**config.mk**
```make
export PLATFORM = sky130hd
export DESIGN_NAME = dmma_ctrl
export DESIGN_NICKNAME = d
export VERILOG_FILES = /design/src/hdl/dmma_pkg.sv /design/src/hdl/dmma_ctrl.sv
export SDC_FILE = /design/constraint.sdc
export NUM_CORES = 1
export LEC_CHECK = 0
export BUFFER_PORTS_ARGS = -buffer_cell sky130_fd_sc_hd__buf_4
export CAP_MARGIN = 20
export CORE_MARGIN = 2
export CORE_UTILIZATION = 55
export DETAILED_ROUTE_END_ITERATION = 6
export PLACE_DENSITY_LB_ADDON = 0.3
export SLEW_MARGIN = 20
export SYNTH_ARGS = -nofsm -noshare
export SYNTH_HDL_FRONTEND = slang
export SYNTH_SLANG_ARGS = --single-unit
```
**constraint.sdc**
```tcl
create_clock -name clk_i -period 3.87 [get_ports clk_i]
set_clock_uncertainty 0.15 [all_clocks]
set_input_delay 0 -clock clk_i [delete_from_list [all_inputs] [get_ports clk_i]]
set_output_delay 0 -clock clk_i [all_outputs]
set_load 0.01 [all_outputs]
```
**src/hdl/dmma_pkg.sv**
```systemverilog
// Shared types, codes and arithmetic helpers for the matrix multiply-accumulate block.
`timescale 1ns / 1ps
`default_nettype none
package dmma_pkg;

  localparam int unsigned MAX_DIM = 64;
  localparam int unsigned IDX_W   = $clog2(MAX_DIM);
  localparam int unsigned ADDR_W  = 2 * IDX_W;
  localparam int unsigned SIZE_W  = 7;

  localparam logic [2:0] OP_LOAD_A  = 3'd0;
  localparam logic [2:0] OP_LOAD_B  = 3'd1;
  localparam logic [2:0] OP_LOAD_C  = 3'd2;
  localparam logic [2:0] OP_COMPUTE = 3'd3;
  localparam logic [2:0] OP_READ_C  = 3'd4;

  localparam logic KIND_READ = 1'b0;
  localparam logic KIND_DONE = 1'b1;

  localparam logic [SIZE_W-1:0] SIZE_RESET = 7'd64;

  typedef struct packed {
    logic [2:0]         operation;
    logic [IDX_W-1:0]   row;
    logic [IDX_W-1:0]   col;
    logic signed [31:0] factor_value;
    logic signed [63:0] initial_sum;
  } in_item_t;

  typedef struct packed {
    logic               result_kind;
    logic signed [63:0] data_value;
    logic [IDX_W-1:0]   out_row;
    logic [IDX_W-1:0]   out_col;
    logic               saturation_seen;
  } out_item_t;

  // Commands from the controller to the datapath
  typedef struct packed {
    logic             load_a;
    logic             load_b;
    logic             load_c;
    logic             host_rd;
    logic             c_rd;
    logic             ab_rd;
    logic             c_wb;
    logic             clear_sat;
    logic             done;
    logic [IDX_W-1:0] i;
    logic [IDX_W-1:0] j;
    logic [IDX_W-1:0] k;
  } cmd_t;

  // Last index in use: size zero counts as one, sizes above the grid are clamped
  function automatic logic [IDX_W-1:0] last_index(input logic [SIZE_W-1:0] size);
    logic [IDX_W-1:0] r;
    if (size == '0) r = '0;
    else if (32'(size) > MAX_DIM) r = IDX_W'(MAX_DIM - 1);
    else r = IDX_W'(size - 7'd1);
    return r;
  endfunction

  // Signed saturating 64-bit add
  function automatic logic [64:0] sat_add(input logic [63:0] x, input logic [63:0] y);
    logic [63:0] s;
    logic        ovf;
    s   = x + y;
    ovf = (x[63] == y[63]) && (s[63] != x[63]);
    if (ovf) s = x[63] ? {1'b1, 63'd0} : {1'b0, {63{1'b1}}};
    return {ovf, s};
  endfunction

endpackage
`default_nettype wire

```
**src/hdl/dmma_ctrl.sv**
```systemverilog
// Controller: item decode, configuration register and the i/j/k compute sequencer.
`timescale 1ns / 1ps
`default_nettype none
module dmma_ctrl import dmma_pkg::*; (
  input  wire logic              clk_i,
  input  wire logic              rst_ni,
  input  wire logic              start_i,
  input  wire logic [2:0]        op_i,
  input  wire logic              cfg_we_i,
  input  wire logic [SIZE_W-1:0] cfg_wdata_i,
  output logic                   busy_o,
  output cmd_t                   cmd_o
);

  localparam logic [2:0] S_IDLE  = 3'd0;
  localparam logic [2:0] S_CLOAD = 3'd1;
  localparam logic [2:0] S_KLOOP = 3'd2;
  localparam logic [2:0] S_DRAIN = 3'd3;
  localparam logic [2:0] S_WRITE = 3'd4;

  logic [2:0]        state_q, state_d;
  logic [IDX_W-1:0]  i_q, i_d, j_q, j_d, k_q, k_d;
  logic              drain_q, drain_d;
  logic [SIZE_W-1:0] size_q;
  logic [IDX_W-1:0]  last;
  logic              take;

  assign last   = last_index(size_q);
  assign busy_o = (state_q != S_IDLE);
  assign take   = start_i && !busy_o;

  // Hold the matrix size
  always_ff @(posedge clk_i or negedge rst_ni) begin
    if (!rst_ni) size_q <= SIZE_RESET;
    else if (cfg_we_i) size_q <= cfg_wdata_i;
  end

  // Sequence state and loop counters
  always_comb begin
    state_d = state_q;
    i_d = i_q;
    j_d = j_q;
    k_d = k_q;
    drain_d = drain_q;
    cmd_o = '0;
    cmd_o.i = i_q;
    cmd_o.j = j_q;
    cmd_o.k = k_q;
    unique case (state_q)
      S_IDLE: begin
        if (take) begin
          unique case (op_i)
            OP_LOAD_A:  cmd_o.load_a = 1'b1;
            OP_LOAD_B:  cmd_o.load_b = 1'b1;
            OP_LOAD_C:  cmd_o.load_c = 1'b1;
            OP_READ_C:  cmd_o.host_rd = 1'b1;
            OP_COMPUTE: begin
              cmd_o.clear_sat = 1'b1;
              i_d = '0;
              j_d = '0;
              state_d = S_CLOAD;
            end
            default: ;
          endcase
        end
      end
      S_CLOAD: begin
        cmd_o.c_rd = 1'b1;
        k_d = '0;
        state_d = S_KLOOP;
      end
      S_KLOOP: begin
        cmd_o.ab_rd = 1'b1;
        if (k_q == last) begin
          drain_d = 1'b0;
          state_d = S_DRAIN;
        end else begin
          k_d = k_q + 1'b1;
        end
      end
      S_DRAIN: begin
        // wait for the read and multiply stages to empty
        if (drain_q) state_d = S_WRITE;
        else drain_d = 1'b1;
      end
      S_WRITE: begin
        cmd_o.c_wb = 1'b1;
        state_d = S_CLOAD;
        if (j_q == last) begin
          j_d = '0;
          if (i_q == last) begin
            cmd_o.done = 1'b1;
            state_d = S_IDLE;
          end else begin
            i_d = i_q + 1'b1;
          end
        end else begin
          j_d = j_q + 1'b1;
        end
      end
      default: state_d = S_IDLE;
    endcase
  end

  always_ff @(posedge clk_i or negedge rst_ni) begin
    if (!rst_ni) begin
      state_q <= S_IDLE;
      i_q <= '0;
      j_q <= '0;
      k_q <= '0;
      drain_q <= 1'b0;
    end else begin
      state_q <= state_d;
      i_q <= i_d;
      j_q <= j_d;
      k_q <= k_d;
      drain_q <= drain_d;
    end
  end

endmodule
`default_nettype wire

```
==> out/metrics.yaml <==
synth:
  synth_fp_nets: 319
  yosysSeqAreaShare_pct: 29.1
  synth_flop_cell: "dfrtp_1"
  async_reset_ff_share_pct: 100
  synth_top_cell_area_share_pct: 28.1
  synth_top_area_cell: "dfrtp_1"
  ys_top_cells_by_area: "dfrtp_1 (28%), nand2_1 (4.8%), mux2i_1 (4.4%)"
  syn-cell-area_um2: 2500
  ys_warn_count: 0
  synth_seq_cells: 29
  syn-mean-instance-area_um2: 8.32
  synth_edf_count: 0
  synthCells: 300
  ys_types: 64
clock_network:
  h-tree-depth: 2
  clockBufferDepth: 2
  postCtsSetupRepairBufs: 0
  cts_root_buf: "clkbuf_8"
  numCtsBuffers: 5
  cts_tree: "yes"
  clock-sinks: 29
  clkTransAtPathRegs_ns: 0.06
  clock_latency_ns: 0.29
power_and_ir_drop:
  vdd_drop_max_uv: 438
  p_leak_nw: 1.40
  pwr-share-clk_pct: 16.8
  powerDensity_nw_per_um2: 470
  pwr-share-comb_pct: 48.9
  seqPwrFrac_pct: 34.3
  power.switching_uw: 622
  swShare_pct: 42.9
  power.internal_uw: 828
floorplan:
  dieArea_um2: 5090
  core_um2: 4350
  die_width_um: 71.4
  io_pins: 42
  die_h_um: 71.4
  start_util_pct: 57.3
  num_rows: 24
finish:
  final_common_cell: "buf_4"
  post-route-util_pct: 70.9
  drive_gt1_share_pct: 20.6
  nNetsFinal: 373
  areaGrowthSynthToFinish_pct: 23.7
  mostFrequentLayoutCells: "buf_4 (42), nand2_1 (32), dfrtp_1 (28), dlygate4sd3_1 (21), nand3_1 (19)"
  diodes: 0
timing:
  fin_crit_ns: 3.50
  fmax_mhz: 286
  setup_viol: 0
  hold_violations: 0
  finalCritPeriodShare_pct: 90.4
  fin_setup_tns_ns: 0
  relSlewSlack_pct: 49.9
  rsz0062_at_grt: "no"
  finalMaxSlewViolations: 0
  tightest_slew_ns: 0.746
drt:
  first_pass_iters: 7
  drc_errors: 0
  avgRoutedWirePerCell_um: 16.4
  num_vias: 2578
  ant_nets: 0
  vias_per_cell: 6.33
  wl_mm: 6.68
  drtIter0Drc: 208
run:
  maxCapViolCount: 0
global_route:
  grt.overflow.total: 0
  antenna_found_initial: 0
  grt_usage_pct: 27.2
  grt_max_degree: 30
  grt_pass1_wl_mm: 11.1
  grt_pass1_vias: 2357
setup_path:
  crit_fanout: 11
  r2r-start: "size_q[0]"
  crit_arrival_ns: 3.52
  cp-start-kind: "flop"
  worstSetupPathType: "flop to flop"
  endpoint_kind: "flop"
  critPathLaunch: "size_q[0]"
  critical_path_required_ns: 3.89
hold_path:
  hp-class: "input pin to asynchronous set/reset pin"
placed_design:
  io_buffers: 41
  dp_hpwl_mm: 4.70
  gp_congestion: 0.968
run_status:
  outcome: "finished, final reports clean"
## power by group through the flow
stage	clock [mW]	combinational, mW	sequential (mW)
2_1_floorplan	0	0.475	0.475
3_3_place_gp	0	0.658	0.499
3_5_place_dp	0	0.671	0.500
4_1_cts	0.253	0.703	0.495
5_1_grt	0.265	0.777	0.514
6_report	0.244	0.709	0.498
## metrics by stage
step	setup slack, ns	cells	hold slack, ns	total power, mW	instance area (um2)
after floorplan	0.753	300	-0.446	0.949	2500
after global placement	0.561	378	-0.203	1.16	2790
after detailed placement	0.435	378	-0.198	1.17	2790
after CTS	0.447	407	0.0384	1.45	3090
after global routing	0.151	407	0.0636	1.56	3090
final	0.370	407	0.0309	1.45	3090
## cells in the mapped netlist (all sizes together), types with 7 or more instances
master	instances
nor3	12
and3	9
nor2	19
inv	14
xnor2	7
nand2	32
o21ai	18
nand2b	7
a21oi	17
buf	8
nand3	19
dfrtp	28
clkbuf	8
mux2i	11
## flip-flops by register name, indices dropped and copies added, names as in the netlist
| signal | cells |
|---|---|
| k_q | 6 |
| state_q | 3 |
| drain_q | 1 |
| i_q | 6 |
| j_q | 6 |
| size_q | 7 |
## cell families after synthesis
kind of cell / Yosys count / synth area share (%)
buf+inv: 30 / 5.41
mux: 15 / 6.37
xor+xnor: 9 / 3.16
flops: 29 / 29.1
fa+ha+maj: 7 / 3.36
compound gates: 79 / 22.7
simple gates: 131 / 29.9
## worst max-delay path: stages, from the launching register on
cell and delay (ns):
dfrtp_1 0.52, inv_1 0.19, ha_1 0.31, nor3b_4 0.20, xnor2_1 0.54, a21o_1 0.25, a2111oi_4 0.08, nor4_4 0.38
nand2b_1 0.38, nand2_1 0.12, mux2_4 0.26
## routing by layer
metal | global-route usage (%) | part of all wire, %
met2 | 44.1 | 46
met3 | 4.64 | 6.8
met1 | 37.0 | 44
met4 | 9.22 | 2.8
met5 | 0 | 0
## final timing paths
kind | endpoint | depth (start not counted) | slack, ns
min in group clk_i | cmd_o[24] | 3 | 0.13
min | size_q[5] | 2 | 0.03
max in group asynchronous | size_q[6] | 2 | 3.23
min reg2reg | state_q[1] | 1 | 0.39
max reg2reg | i_q[0] | 10 | 0.37
max | i_q[0] | 10 | 0.37
## what timing repair did
item,4_1_cts,5_1_grt
resized for setup,0,0
hold endpoints to repair,37,0
hold buffers,21,0
setup endpoints to repair,0,0
## final cells by class
type                       instances  area (um2)
inverter                          14        52.6
fill                             347        1270
timing repair buffer              63         526
clock inverter                     2        10.0
clock buffer                       6        72.6
multi-input combinational        241        1630
tap                               52        65.1
sequential                        29         727
(Power assumes the default switching activity.)
